$ cat src/rtl/core/sns_pkg.sv
// Shared types and constants for the step sequencer note scheduler.
// Used by every module under rtl/core; depends on nothing else.
`timescale 1ns / 1ps
`default_nettype none

package sns_pkg;

  localparam int unsigned NumInstrumentsDef = 4;
  localparam int unsigned MaxStepsDef       = 2;
  localparam int unsigned PatternLength     = 16;
  localparam int unsigned MaxBlockSamples   = 4096;

  localparam int unsigned StartW   = 40;
  localparam int unsigned SampleW  = 13;
  localparam int unsigned OffsetW  = 12;
  localparam int unsigned ChanW    = 4;
  localparam int unsigned NoteW    = 7;
  localparam int unsigned VelW     = 7;
  localparam int unsigned FracW    = 16;
  localparam int unsigned SpsW     = 32;
  localparam int unsigned NoteLenW = 16;
  localparam int unsigned CfgIdxW  = 3;
  localparam int unsigned CfgDataW = 64;
  localparam int unsigned InDataW  = 56;
  localparam int unsigned OutDataW = 32;

  localparam logic [ChanW-1:0] DrumChannel = 4'd10;

  typedef enum logic [CfgIdxW-1:0] {
    CFG_SAMPLES_PER_STEP  = 3'd0,
    CFG_NOTE_LENGTH       = 3'd1,
    CFG_PATTERN_BITS      = 3'd2,
    CFG_NOTE_NUMBERS      = 3'd3,
    CFG_VELOCITIES        = 3'd4,
    CFG_DRUM_MASK         = 3'd5,
    CFG_INSTRUMENT_ENABLE = 3'd6
  } cfg_idx_e;

  typedef struct packed {
    logic [SpsW-1:0]     samples_per_step;
    logic [NoteLenW-1:0] note_length;
    logic [63:0]         pattern_bits;
    logic [27:0]         note_numbers;
    logic [27:0]         velocities;
    logic [3:0]          drum_mask;
    logic [3:0]          instrument_enable;
  } cfg_t;

  localparam logic [SpsW-1:0]     RstSamplesPerStep = 32'd393216000;
  localparam logic [NoteLenW-1:0] RstNoteLength     = 16'd2700;
  localparam logic [27:0]         RstNoteNumbers    = 28'd126819900;
  localparam logic [27:0]         RstVelocities     = 28'd211366500;

  typedef struct packed {
    logic               last;
    logic               is_note_on;
    logic [VelW-1:0]    velocity;
    logic [NoteW-1:0]   note_number;
    logic [ChanW-1:0]   channel;
    logic [OffsetW-1:0] sample_offset;
  } event_t;

endpackage

`default_nettype wire

$ cat src/rtl/core/step_sequencer_note_scheduler.sv
// Channel    | Dir | Payload
// s_axis     | in  | tdata: block_start_step[39:0], block_samples[52:40]
// m_axis     | out | tdata: offset, channel, note, velocity; tuser: note-on; tlast
// cfg        | in  | cfg_we_i / cfg_idx_i / cfg_data_i, one register per write
//
// One block runs through the accept in idle, then for each visited step the shared
// multiplier and the compare, then for each instrument a pattern check and, on a
// hit, a push of the held note-off (when one is pending) before the note-on, and
// a closing state that pushes the last held note-off. s_axis_tready is high only
// while idle. Reset is asynchronous, active low. A stalled m_axis holds the
// sequencer at its next event push.
// Top level; depends on sns_pkg, sns_cfg, sns_mul, sns_out and sns_ctrl.
`timescale 1ns / 1ps
`default_nettype none

module step_sequencer_note_scheduler import sns_pkg::*; #(
  parameter int unsigned NUM_INSTRUMENTS     = NumInstrumentsDef,
  parameter int unsigned MAX_STEPS_PER_BLOCK = MaxStepsDef
) (
  input  wire logic                clk_i,
  input  wire logic                rst_ni,
  input  wire logic                s_axis_tvalid,
  output logic                     s_axis_tready,
  // [39:0] block_start_step, [52:40] block_samples, [55:53] zero
  input  wire logic [InDataW-1:0]  s_axis_tdata,
  output logic                     m_axis_tvalid,
  input  wire logic                m_axis_tready,
  // [11:0] sample_offset, [15:12] channel, [22:16] note_number,
  // [29:23] velocity, [31:30] zero
  output logic [OutDataW-1:0]      m_axis_tdata,
  // [0] is_note_on
  output logic                     m_axis_tuser,
  output logic                     m_axis_tlast,
  input  wire logic                cfg_we_i,
  input  wire logic [CfgIdxW-1:0]  cfg_idx_i,
  input  wire logic [CfgDataW-1:0] cfg_data_i
);

  localparam int unsigned DW = FracW + ((MAX_STEPS_PER_BLOCK > 1) ?
                                        $clog2(MAX_STEPS_PER_BLOCK) : 0);

  cfg_t               cfg;
  logic               mul_start;
  logic [DW-1:0]      mul_a;
  logic [DW+SpsW-1:0] mul_prod;
  logic               push_vld;
  logic               push_rdy;
  event_t             push_ev;

  sns_cfg u_cfg (
    .clk_i      (clk_i),
    .rst_ni     (rst_ni),
    .cfg_we_i   (cfg_we_i),
    .cfg_idx_i  (cfg_idx_i),
    .cfg_data_i (cfg_data_i),
    .cfg_o      (cfg)
  );

  sns_mul #(
    .AW (DW)
  ) u_mul (
    .clk_i   (clk_i),
    .start_i (mul_start),
    .a_i     (mul_a),
    .b_i     (cfg.samples_per_step),
    .prod_o  (mul_prod)
  );

  sns_ctrl #(
    .NUM_INSTRUMENTS     (NUM_INSTRUMENTS),
    .MAX_STEPS_PER_BLOCK (MAX_STEPS_PER_BLOCK),
    .DW                  (DW)
  ) u_ctrl (
    .clk_i       (clk_i),
    .rst_ni      (rst_ni),
    .cfg_i       (cfg),
    .in_vld_i    (s_axis_tvalid),
    .in_rdy_o    (s_axis_tready),
    .start_i     (s_axis_tdata[StartW-1:0]),
    .samples_i   (s_axis_tdata[StartW +: SampleW]),
    .mul_start_o (mul_start),
    .mul_a_o     (mul_a),
    .mul_prod_i  (mul_prod),
    .push_vld_o  (push_vld),
    .push_ev_o   (push_ev),
    .push_rdy_i  (push_rdy)
  );

  sns_out u_out (
    .clk_i         (clk_i),
    .rst_ni        (rst_ni),
    .push_vld_i    (push_vld),
    .push_ev_i     (push_ev),
    .push_rdy_o    (push_rdy),
    .m_axis_tvalid (m_axis_tvalid),
    .m_axis_tready (m_axis_tready),
    .m_axis_tdata  (m_axis_tdata),
    .m_axis_tuser  (m_axis_tuser),
    .m_axis_tlast  (m_axis_tlast)
  );

endmodule

`default_nettype wire

$ cat src/rtl/core/sns_cfg.sv
// Configuration register file of the note scheduler.
// Depends on sns_pkg for the register index codes and the cfg_t bundle.
`timescale 1ns / 1ps
`default_nettype none

module sns_cfg import sns_pkg::*; (
  input  wire logic                clk_i,
  input  wire logic                rst_ni,
  input  wire logic                cfg_we_i,
  input  wire logic [CfgIdxW-1:0]  cfg_idx_i,
  input  wire logic [CfgDataW-1:0] cfg_data_i,
  output cfg_t                     cfg_o
);

  cfg_t cfg_q, cfg_d;

  always_comb begin
    cfg_d = cfg_q;
    if (cfg_we_i) begin
      unique case (cfg_idx_i)
        CFG_SAMPLES_PER_STEP:  cfg_d.samples_per_step  = cfg_data_i[SpsW-1:0];
        CFG_NOTE_LENGTH:       cfg_d.note_length       = cfg_data_i[NoteLenW-1:0];
        CFG_PATTERN_BITS:      cfg_d.pattern_bits      = cfg_data_i[63:0];
        CFG_NOTE_NUMBERS:      cfg_d.note_numbers      = cfg_data_i[27:0];
        CFG_VELOCITIES:        cfg_d.velocities        = cfg_data_i[27:0];
        CFG_DRUM_MASK:         cfg_d.drum_mask         = cfg_data_i[3:0];
        CFG_INSTRUMENT_ENABLE: cfg_d.instrument_enable = cfg_data_i[3:0];
        default:               cfg_d = cfg_q;
      endcase
    end
  end

  always_ff @(posedge clk_i or negedge rst_ni) begin
    if (!rst_ni) begin
      cfg_q.samples_per_step  <= RstSamplesPerStep;
      cfg_q.note_length       <= RstNoteLength;
      cfg_q.pattern_bits      <= '0;
      cfg_q.note_numbers      <= RstNoteNumbers;
      cfg_q.velocities        <= RstVelocities;
      cfg_q.drum_mask         <= '0;
      cfg_q.instrument_enable <= '0;
    end else begin
      cfg_q <= cfg_d;
    end
  end

  assign cfg_o = cfg_q;

endmodule

`default_nettype wire

$ cat src/rtl/core/sns_mul.sv
// Shared offset multiplier: step distance (Q.16) times samples per step (Q16.16).
// Product is registered; one product per visited step. Depends on sns_pkg.
`timescale 1ns / 1ps
`default_nettype none

module sns_mul import sns_pkg::*; #(
  parameter int unsigned AW = 17
) (
  input  wire logic               clk_i,
  input  wire logic               start_i,
  input  wire logic [AW-1:0]      a_i,
  input  wire logic [SpsW-1:0]    b_i,
  output logic      [AW+SpsW-1:0] prod_o
);

  logic [AW+SpsW-1:0] prod_q;

  always_ff @(posedge clk_i) begin
    if (start_i) begin
      prod_q <= (AW+SpsW)'(a_i) * (AW+SpsW)'(b_i);
    end
  end

  assign prod_o = prod_q;

endmodule

`default_nettype wire

$ cat src/rtl/core/sns_out.sv
// Output register stage: holds one event until the downstream transfer.
// Depends on sns_pkg for event_t.
`timescale 1ns / 1ps
`default_nettype none

module sns_out import sns_pkg::*; (
  input  wire logic                clk_i,
  input  wire logic                rst_ni,
  input  wire logic                push_vld_i,
  input  event_t                   push_ev_i,
  output logic                     push_rdy_o,
  output logic                     m_axis_tvalid,
  input  wire logic                m_axis_tready,
  output logic [OutDataW-1:0]      m_axis_tdata,
  output logic                     m_axis_tuser,
  output logic                     m_axis_tlast
);

  logic   vld_q;
  event_t ev_q;

  assign push_rdy_o = !vld_q || m_axis_tready;

  always_ff @(posedge clk_i or negedge rst_ni) begin
    if (!rst_ni) begin
      vld_q <= 1'b0;
    end else if (push_rdy_o) begin
      vld_q <= push_vld_i;
    end
  end

  always_ff @(posedge clk_i) begin
    if (push_rdy_o && push_vld_i) begin
      ev_q <= push_ev_i;
    end
  end

  assign m_axis_tvalid = vld_q;
  assign m_axis_tdata  = {2'b00, ev_q.velocity, ev_q.note_number, ev_q.channel,
                          ev_q.sample_offset};
  assign m_axis_tuser  = ev_q.is_note_on;
  assign m_axis_tlast  = ev_q.last;

endmodule

`default_nettype wire

$ cat src/rtl/core/sns_ctrl.sv
// Sequencer of the note scheduler: walks the steps of one block, drives the
// shared multiplier and emits events. Depends on sns_pkg.
`timescale 1ns / 1ps
`default_nettype none

module sns_ctrl import sns_pkg::*; #(
  parameter int unsigned NUM_INSTRUMENTS     = NumInstrumentsDef,
  parameter int unsigned MAX_STEPS_PER_BLOCK = MaxStepsDef,
  parameter int unsigned DW = FracW + ((MAX_STEPS_PER_BLOCK > 1) ?
                                       $clog2(MAX_STEPS_PER_BLOCK) : 0)
) (
  input  wire logic               clk_i,
  input  wire logic               rst_ni,
  input  cfg_t                    cfg_i,
  input  wire logic               in_vld_i,
  output logic                    in_rdy_o,
  input  wire logic [StartW-1:0]  start_i,
  input  wire logic [SampleW-1:0] samples_i,
  output logic                    mul_start_o,
  output logic      [DW-1:0]      mul_a_o,
  input  wire logic [DW+SpsW-1:0] mul_prod_i,
  output logic                    push_vld_o,
  output event_t                  push_ev_o,
  input  wire logic               push_rdy_i
);

  localparam int unsigned IW  = (NUM_INSTRUMENTS > 1) ? $clog2(NUM_INSTRUMENTS) : 1;
  localparam int unsigned CNW = $clog2(MAX_STEPS_PER_BLOCK + 1);
  localparam int unsigned SW  = $clog2(PatternLength);

  typedef enum logic [6:0] {
    ST_IDLE  = 7'b0000001,
    ST_MUL   = 7'b0000010,
    ST_TEST  = 7'b0000100,
    ST_INSTR = 7'b0001000,
    ST_FLUSH = 7'b0010000,
    ST_ON    = 7'b0100000,
    ST_END   = 7'b1000000
  } state_e;

  state_e             state_q, state_d;
  logic [DW-1:0]      diff_q, diff_d;
  logic [SW-1:0]      sidx_q, sidx_d;
  logic [CNW-1:0]     cnt_q, cnt_d;
  logic [IW-1:0]      instr_q, instr_d;
  logic [SampleW-1:0] n_q, n_d;
  logic [OffsetW-1:0] on_q, on_d;
  logic [OffsetW-1:0] off_q, off_d;
  logic               pend_q, pend_d;
  event_t             pend_ev_q, pend_ev_d;

  logic [SampleW-1:0]  n_sat;
  logic [19:0]         start_up;
  logic [FracW-1:0]    diff_first;
  logic [DW-1:0]       prod_hi;
  logic [OffsetW-1:0]  hi;
  logic [NoteLenW:0]   off_sum;
  logic                hit;
  logic [4:0]          fbase;
  logic [NoteW-1:0]    cur_note;
  logic [VelW-1:0]     cur_vel;
  logic [ChanW-1:0]    cur_chan;
  logic                last_instr;
  logic [CNW-1:0]      cnt_inc;

  assign n_sat    = (samples_i > SampleW'(MaxBlockSamples)) ? SampleW'(MaxBlockSamples)
                                                            : samples_i;
  // first whole step at or after the start: round the Q.16 position up
  assign start_up   = start_i[19:0] + 20'h0FFFF;
  // distance to that step stays within one step, so it wraps at the fraction width
  assign diff_first = FracW'(0) - start_i[FracW-1:0];
  assign prod_hi    = mul_prod_i[DW+SpsW-1:SpsW];
  assign hi         = OffsetW'(n_q - SampleW'(1));
  assign off_sum    = (NoteLenW+1)'(on_q) + (NoteLenW+1)'(cfg_i.note_length);

  assign hit        = cfg_i.instrument_enable[instr_q] &&
                      cfg_i.pattern_bits[{instr_q, sidx_q}];
  assign fbase      = 5'(instr_q) * 5'd7;
  assign cur_note   = cfg_i.note_numbers[fbase +: NoteW];
  assign cur_vel    = (cfg_i.velocities[fbase +: VelW] == '0) ? VelW'(1)
                                                              : cfg_i.velocities[fbase +: VelW];
  assign cur_chan   = cfg_i.drum_mask[instr_q] ? DrumChannel : ChanW'(instr_q) + ChanW'(1);
  assign last_instr = (instr_q == IW'(NUM_INSTRUMENTS - 1));
  assign cnt_inc    = cnt_q + CNW'(1);

  assign in_rdy_o    = (state_q == ST_IDLE);
  assign mul_start_o = (state_q == ST_MUL);
  assign mul_a_o     = diff_q;

  always_comb begin
    state_d   = state_q;
    diff_d    = diff_q;
    sidx_d    = sidx_q;
    cnt_d     = cnt_q;
    instr_d   = instr_q;
    n_d       = n_q;
    on_d      = on_q;
    off_d     = off_q;
    pend_d    = pend_q;
    pend_ev_d = pend_ev_q;
    push_vld_o = 1'b0;
    push_ev_o  = pend_ev_q;

    unique case (state_q)
      ST_IDLE: begin
        if (in_vld_i) begin
          n_d    = n_sat;
          diff_d = DW'(diff_first);
          sidx_d = start_up[19:16];
          cnt_d  = '0;
          state_d = (n_sat == '0) ? ST_IDLE : ST_MUL;
        end
      end
      ST_MUL: begin
        state_d = ST_TEST;
      end
      ST_TEST: begin
        if (prod_hi >= DW'(n_q)) begin
          state_d = ST_END;
        end else begin
          // the test bounds the floored product below n, so it fits the offset
          on_d    = mul_prod_i[SpsW +: OffsetW];
          instr_d = '0;
          state_d = ST_INSTR;
        end
      end
      ST_INSTR: begin
        // note-off clamp is computed here from the registered on position
        off_d = (off_sum > (NoteLenW+1)'(hi)) ? hi : OffsetW'(off_sum);
        if (hit) begin
          state_d = pend_q ? ST_FLUSH : ST_ON;
        end else if (!last_instr) begin
          instr_d = instr_q + IW'(1);
        end else begin
          cnt_d   = cnt_inc;
          diff_d  = diff_q + DW'(1 << FracW);
          sidx_d  = sidx_q + SW'(1);
          state_d = (cnt_inc == CNW'(MAX_STEPS_PER_BLOCK)) ? ST_END : ST_MUL;
        end
      end
      ST_FLUSH: begin
        push_vld_o = 1'b1;
        push_ev_o.last = 1'b0;
        if (push_rdy_i) begin
          pend_d  = 1'b0;
          state_d = ST_ON;
        end
      end
      ST_ON: begin
        push_vld_o = 1'b1;
        push_ev_o.sample_offset = on_q;
        push_ev_o.channel       = cur_chan;
        push_ev_o.note_number   = cur_note;
        push_ev_o.velocity      = cur_vel;
        push_ev_o.is_note_on    = 1'b1;
        push_ev_o.last          = 1'b0;
        if (push_rdy_i) begin
          pend_d = 1'b1;
          pend_ev_d.sample_offset = off_q;
          pend_ev_d.channel       = cur_chan;
          pend_ev_d.note_number   = cur_note;
          pend_ev_d.velocity      = '0;
          pend_ev_d.is_note_on    = 1'b0;
          pend_ev_d.last          = 1'b0;
          if (!last_instr) begin
            instr_d = instr_q + IW'(1);
            state_d = ST_INSTR;
          end else begin
            cnt_d   = cnt_inc;
            diff_d  = diff_q + DW'(1 << FracW);
            sidx_d  = sidx_q + SW'(1);
            state_d = (cnt_inc == CNW'(MAX_STEPS_PER_BLOCK)) ? ST_END : ST_MUL;
          end
        end
      end
      ST_END: begin
        // the held note-off is the final event of the block
        push_vld_o     = pend_q;
        push_ev_o.last = 1'b1;
        if (!pend_q || push_rdy_i) begin
          pend_d  = 1'b0;
          state_d = ST_IDLE;
        end
      end
      default: begin
        state_d = ST_IDLE;
      end
    endcase
  end

  always_ff @(posedge clk_i or negedge rst_ni) begin
    if (!rst_ni) begin
      state_q <= ST_IDLE;
      cnt_q   <= '0;
      instr_q <= '0;
      pend_q  <= 1'b0;
    end else begin
      state_q <= state_d;
      cnt_q   <= cnt_d;
      instr_q <= instr_d;
      pend_q  <= pend_d;
    end
  end

  always_ff @(posedge clk_i) begin
    diff_q    <= diff_d;
    sidx_q    <= sidx_d;
    n_q       <= n_d;
    on_q      <= on_d;
    off_q     <= off_d;
    pend_ev_q <= pend_ev_d;
  end

  a_idle_no_pending: assert property (@(posedge clk_i) disable iff (!rst_ni)
    state_q == ST_IDLE |-> !pend_q)
    else $error("held note-off left over while idle");

  a_step_bound: assert property (@(posedge clk_i) disable iff (!rst_ni)
    cnt_q <= CNW'(MAX_STEPS_PER_BLOCK))
    else $error("step count past the per-block limit");

  a_last_only_at_end: assert property (@(posedge clk_i) disable iff (!rst_ni)
    push_vld_o && push_ev_o.last |-> state_q == ST_END)
    else $error("last event pushed before the block ended");

  a_on_follows_flush: assert property (@(posedge clk_i) disable iff (!rst_ni)
    state_q == ST_FLUSH && push_rdy_i |=> state_q == ST_ON)
    else $error("flushed note-off not followed by its note-on");

endmodule

`default_nettype wire

$ cat config.mk
export PLATFORM = sky130hd
export DESIGN_NAME = step_sequencer_note_scheduler
export DESIGN_NICKNAME = d
export VERILOG_FILES = /design/src/rtl/core/sns_pkg.sv /design/src/rtl/core/step_sequencer_note_scheduler.sv /design/src/rtl/core/sns_cfg.sv /design/src/rtl/core/sns_mul.sv /design/src/rtl/core/sns_out.sv /design/src/rtl/core/sns_ctrl.sv
export SDC_FILE = /design/constraint.sdc
export NUM_CORES = 2
export LEC_CHECK = 0
export ABC_AREA = 1
export BUFFER_PORTS_ARGS = -buffer_cell sky130_fd_sc_hd__buf_2
export CORE_ASPECT_RATIO = 1.25
export CORE_MARGIN = 4
export CORE_UTILIZATION = 55
export DETAILED_ROUTE_END_ITERATION = 8
export GPL_ROUTABILITY_DRIVEN = 0
export PLACE_DENSITY_LB_ADDON = 0.12
export SLEW_MARGIN = 20
export SYNTH_ARGS = -nofsm -noshare
export SYNTH_HDL_FRONTEND = slang
export SYNTH_SLANG_ARGS = --single-unit
$ cat constraint.sdc
create_clock -name clk_i -period 8.7 [get_ports clk_i]
set_input_delay 1.74 -clock clk_i [delete_from_list [all_inputs] [get_ports clk_i]]
set_output_delay 1.74 -clock clk_i [all_outputs]
set_load 0.02 [all_outputs]
* Word-level counts from Yosys, hierarchy flattened *
Cells that the tools add are included.

word-level totals
  memories = 0
  bits in read-only memories = 0
  bits in writable memories = 0
  bits of input ports = 128
  bits in registers = 351
  latch bits = 0
  output and inout bits = 36
  word-level logic and storage cells = 147

cells by class
  shifts and indexed selects = 2
  bitwise operators = 2
  multiply operators = 2
  add/subtract/negate cells = 9
  div/mod/pow operators = 0
  $lt $le $gt $ge = 5
  eq/ne operators = 22
  mux-type cells = 49
  reductions and logical operators = 28

operators by type and width
  kind                      number
  $mux W17                  4
  $mux W7                   9
  $shiftx A28 B6 Y7         2
  $pmux W17 S3              1
  $mul A17 B32 Y49          1
  $pmux W7 S7               1
  $mux W23                  1
  $add A20 B16 Y20 const B  1
  $mux W4                   5
  $reduce_and A2 Y1         10
  $mux W2                   9
  $add A12 B16 Y17          1
  $add A17 B17 Y17 const B  1
  $ge A17 B13 Y1            1
  $gt A17 B12 Y1            1
  $sub A1 B16 Y16 const A   1
  $gt A13 B13 Y1 const B    1
  $logic_not A13 Y1         1
  $mux W13                  1
  $mux W12                  1
  $pmux W2 S3               2
  $pmux W4 S3               1
  $reduce_and A4 Y1         3
  $sub A12 B1 Y12 const B   1
  35 further kinds          59

* Longest topological paths before layout *
  depth after elaboration = 6
  depth in mapped cells = 27

* Modules after synthesis *
A second synthesis with hierarchy kept.

unflattened totals
  cells, all modules = 4520
  area total of the unflattened synthesis = 35479.0 µm²

by module, submodules not included
  module    area an instance (µm²)  seq. area each (µm²)  times used  cells each
  sns_mul   20320.7                 1471.4                1           2719
  sns_ctrl  7220.7                  2733.9                1           986
  sns_cfg   6912.9                  4454.3                1           774
  sns_out   1024.7                  985.9                 1           41

* Worst setup path after synthesis *
No wires, ideal clock.

  path kind = register to register
  from = register u_cfg.cfg_q (netlist bit u_cfg.cfg_o[172])
  to = register u_mul.prod_q[41], in the netlist u_mul.prod_o[41] (data pin)
  path buffers = 2
  arrival = 5.508 ns
  period minus slack after synthesis = 5.767 ns
  setup slack = 2.933 ns
  setup time = 0.259 ns
  stages on the path, launching flop included = 23
  path through = dfstp_2 -> clkbuf_1 -> buf_1 -> nand2_1 -> fa_1 -> inv_1 -> fa_1 -> inv_1 -> fa_1 -> inv_1 -> fa_1 -> fa_1 -> inv_1 -> fa_1 -> inv_1 -> ha_1 -> nand2_1 -> nor2_1 -> inv_1 -> nor4_1 -> o2111ai_1 -> nand3_1 -> xor2_1

on the way
  cells in the longest elaborated chain, start to end = 1

ends and longest elaborated chain
  what                    line           RTL
  from (decl)             sns_cfg.sv:15  cfg_t cfg_q, cfg_d;
  from (signal assigned)  sns_cfg.sv:43  cfg_q <= cfg_d;
  $mul A17 B32 Y49        sns_mul.sv:20  prod_q <= (AW+SpsW)'(a_i) * (AW+SpsW)'(b_i);
  to (signal assigned)    sns_mul.sv:20
  to (decl)               sns_mul.sv:16  logic [AW+SpsW-1:0] prod_q;

No other way between the ends.
A chain may end at the register's enable or synchronous reset.

* Worst setup path in the final report *
  from = register u_ctrl.diff_q[16], in the netlist u_ctrl.mul_a_o[16]
  to = register u_mul.prod_q[48], in the netlist u_mul.prod_o[48] (data pin)

on the way
  cells in the longest elaborated chain, start to end = 1

ends and longest elaborated chain
  what                    line             RTL
  from (decl)             sns_ctrl.sv:42   logic [DW-1:0] diff_q, diff_d;
  from (signal assigned)  sns_ctrl.sv:206  diff_q <= diff_d;
  $mul A17 B32 Y49        sns_mul.sv:20

No other way between the ends.

==> flow_metrics.env <==
export IMPL_min_cycle_time_layout_ps=6530
export IMPL_antenna_violating_nets_post_route=0
export IMPL_horizontal_die_dimension_um=227
export IMPL_worst_skew_pair_late_latency_ps=560
export IMPL_startpoint_of_the_worst_register_to_register_path="u_ctrl.mul_a_o[16]"
export IMPL_startpoint_type="flip-flop"
export IMPL_clk_pin_slew_ps=70
export IMPL_htree_levels=1
export IMPL_timing_critical_path_fanout_max=20
export IMPL_timing_hold_worst_endpoint="u_ctrl.pend_ev_q[3]"
export IMPL_drt_vias_per_instance=5.33
export IMPL_netlist_cell_type_count=54
export IMPL_layout_cells_most_common="nand2_1"
export IMPL_synth_seq_area_share=0.265
export IMPL_postLayoutCoreUtil=0.597
export IMPL_drt_pass1_iterations=6
export IMPL_max_slew_margin=0.301
export IMPL_num_rows=99
export IMPL_vias_after_detailed_routing=25600
export IMPL_initial_antenna_violation_count=1
export IMPL_number_of_buffers_inserted_to_repair_setup_after_cts=0
export IMPL_yosys_most_used_dff="dfrtp_1"
export IMPL_numPlacedInstances=4750
export IMPL_core_region_area_mm2=0.0587
export IMPL_critPathRequiredTime_ps=9020
export IMPL_setup_viol=0
export IMPL_final_cell_mix="1116 x nand2_1, 937 x inv_1, 448 x fa_1"
export IMPL_synthCells=4004
export IMPL_io_pins=164
export IMPL_worstSetupPathType="flip-flop to flip-flop"
export IMPL_syn_avg_cell_area_um2=8.20
export IMPL_post_layout_nonfiller_instances=4807
export IMPL_cts_max_path_buffers=3
export IMPL_post_route_drc_count=0
export IMPL_initial_utilization=0.559
export IMPL_tns_ps=0
export IMPL_global_route_wire_length_before_repair_um=139000
export IMPL_netlist_area_mm2=0.0328
export IMPL_detail_route_wirelength_um=85400
export IMPL_tightest_slew_ps=1050
export IMPL_vias_in_the_first_global_route=26700
export IMPL_outcome="complete, no violations"
export IMPL_grt_start_max_net_pins=121
export IMPL_area_delta_synth_final_pct=6.72
export IMPL_num_fill_cells=5369
export IMPL_arrival_ps=6860
export IMPL_clk_root_buffer_cell="clkbuf_16"
export IMPL_timing_hold_violations_final=0
export IMPL_die_height_um=281
export IMPL_synth_edf_count=130
export IMPL_nets=4764
export IMPL_worst_hold_startpoint="u_ctrl.off_q[3]"
export IMPL_multiInputGateArea_mm2=0.0199
export IMPL_cts_buffer_count=30
export IMPL_r2r_end="u_mul.prod_o[48]"
export IMPL_hpwl_um=65800
export IMPL_fmax_mhz=153
export IMPL_register_area_mm2=0.00868
export IMPL_detailedRoute_firstIterationViolations=1676
export IMPL_warnings_synthesis=0
export IMPL_die_area_mm2=0.0637
export IMPL_regToRegSetupSlack_ps=2170
export IMPL_ys_ff_latch=319
export IMPL_synth_async_reset_ratio=0.592
export IMPL_port_buffer_count=138
export IMPL_grt_ovfl_total=0
export IMPL_timing_max_cap_violations=0
export IMPL_post_cts_resize_count=0
export IMPL_final_setup_skew_ps=12.4
export IMPL_drv_slew=0
export IMPL_setup_repair_after_global_routing_missed_its_margin="no"
export IMPL_wl_per_cell_um=17.8
export IMPL_grt_usage=0.275
export IMPL_portion_of_the_clock_cycle_consumed_by_the_worst_path_in_the_final_layout=0.751
export IMPL_critPathCaptureType="flip-flop"
export IMPL_hold_path_cell_count=0
export IMPL_worst_r2r_cell_count=21
export IMPL_cts_tree="done"
export IMPL_sink_count_of_the_clock_tree=319
export IMPL_min_path_type="flip-flop to flip-flop"
export IMPL_drive_gt1_frac=0.0822
export IMPL_hold_buffers=0
## layer usage
| metal | wire, um | GRT usage | vias to the layer above | part of all wire |
|---|---|---|---|---|
| li1 | - | - | 12000 | - |
| met1 | 33400 | 0.339 | 12600 | 0.39 |
| met2 | 43600 | 0.498 | 788 | 0.51 |
| met3 | 4590 | 0.0297 | 206 | 0.054 |
| met4 | 3700 | 0.106 | 0 | 0.043 |
| met5 | 0 | 0 | - | 0 |
## synthesized netlist by cell type, drive strengths merged (41+ instances only)
master / number / area (um^2)
nand2: 1123 / 4230
nor2: 179 / 699
a21oi: 92 / 468
o21ai: 225 / 1130
clkbuf: 142 / 533
edfxtp: 130 / 3900
nand4: 44 / 288
nand3: 104 / 541
inv: 944 / 3550
dfstp: 41 / 1080
buf: 41 / 230
dfrtp: 148 / 3700
fa: 448 / 8970
ha: 163 / 2040
## through the flow
stage	hold slack (ps)	cell area, um^2	worst slack [ps]
global placement	401	34000	2140
detailed placement	406	34000	2220
floorplan	400	32800	2930
finish	420	35000	2170
global route	430	35000	1820
CTS	422	35000	2140
## critical path, stage by stage, from the launching register on
cell and delay (ps):
edfxtp_1 1040, buf_4 430, nand2_1 100, inv_1 110
fa_1 430, fa_1 520, fa_1 430, fa_1 470
fa_1 510, inv_1 50, fa_1 470, inv_1 40
ha_1 370, a21o_1 220, a31oi_1 280, nor2_1 70
nor2_1 200, nor2_1 90, a211oi_1 240, nand2_1 90
nand2_1 60, nand2_1 40
## sequential cells by signal, indices dropped and copies added (netlist names)
signal and count:
u_ctrl.sidx_q 4, u_ctrl.n_q 13, u_ctrl.pend_ev_q 23, u_cfg.cfg_o 176
u_ctrl.cnt_q 2, u_ctrl.off_q 12, u_ctrl.pend_q 1, u_ctrl.state_q 7
u_ctrl.instr_q 2, u_mul.prod_o 17, u_ctrl.mul_a_o 17, u_out.m_axis_tvalid 1
u_ctrl.on_q 12, u_out.m_axis_tlast 1, u_out.m_axis_tdata 30, u_out.m_axis_tuser 1
## worst max-delay path by stage
stage | from | end | slack [ps] | depth (start not counted)
after floorplan | u_cfg.cfg_o[172] | u_mul.prod_o[41] | 2930 | 22
after global placement | u_ctrl.mul_a_o[7] | u_mul.prod_o[33] | 2140 | 23
after detailed placement | u_ctrl.mul_a_o[16] | u_mul.prod_o[41] | 2220 | 21
after CTS | u_ctrl.mul_a_o[16] | u_mul.prod_o[41] | 2140 | 21
after global routing | u_ctrl.mul_a_o[3] | u_mul.prod_o[42] | 1820 | 23
final | u_ctrl.mul_a_o[16] | u_mul.prod_o[48] | 2170 | 21
## cell families (layout without fill, tap and decap cells)
logic type	count (synthesis)	count (layout)	share of synthesized area
flops	319	319	0.265
other cells	1	3	0.000114
buf+inv	1127	1171	0.131
mux	32	32	0.0110
simple gates	1486	1486	0.182
fa+ha+maj	611	611	0.335
compound gates	386	386	0.0641
xor+xnor	42	42	0.0112
## final cells by class
type / count / area share
multi-input combinational: 2559 / 0.567
sequential: 319 / 0.248
inverter: 944 / 0.101
timing repair buffer: 171 / 0.0273
tap: 757 / 0.0270
clock buffer: 42 / 0.0259
clock inverter: 14 / 0.00343
antenna: 1 / 0.0000714
Power is left out: the tool's default activity adds up to more than one toggle a clock period on the data nets, which glitch-free logic cannot reach.
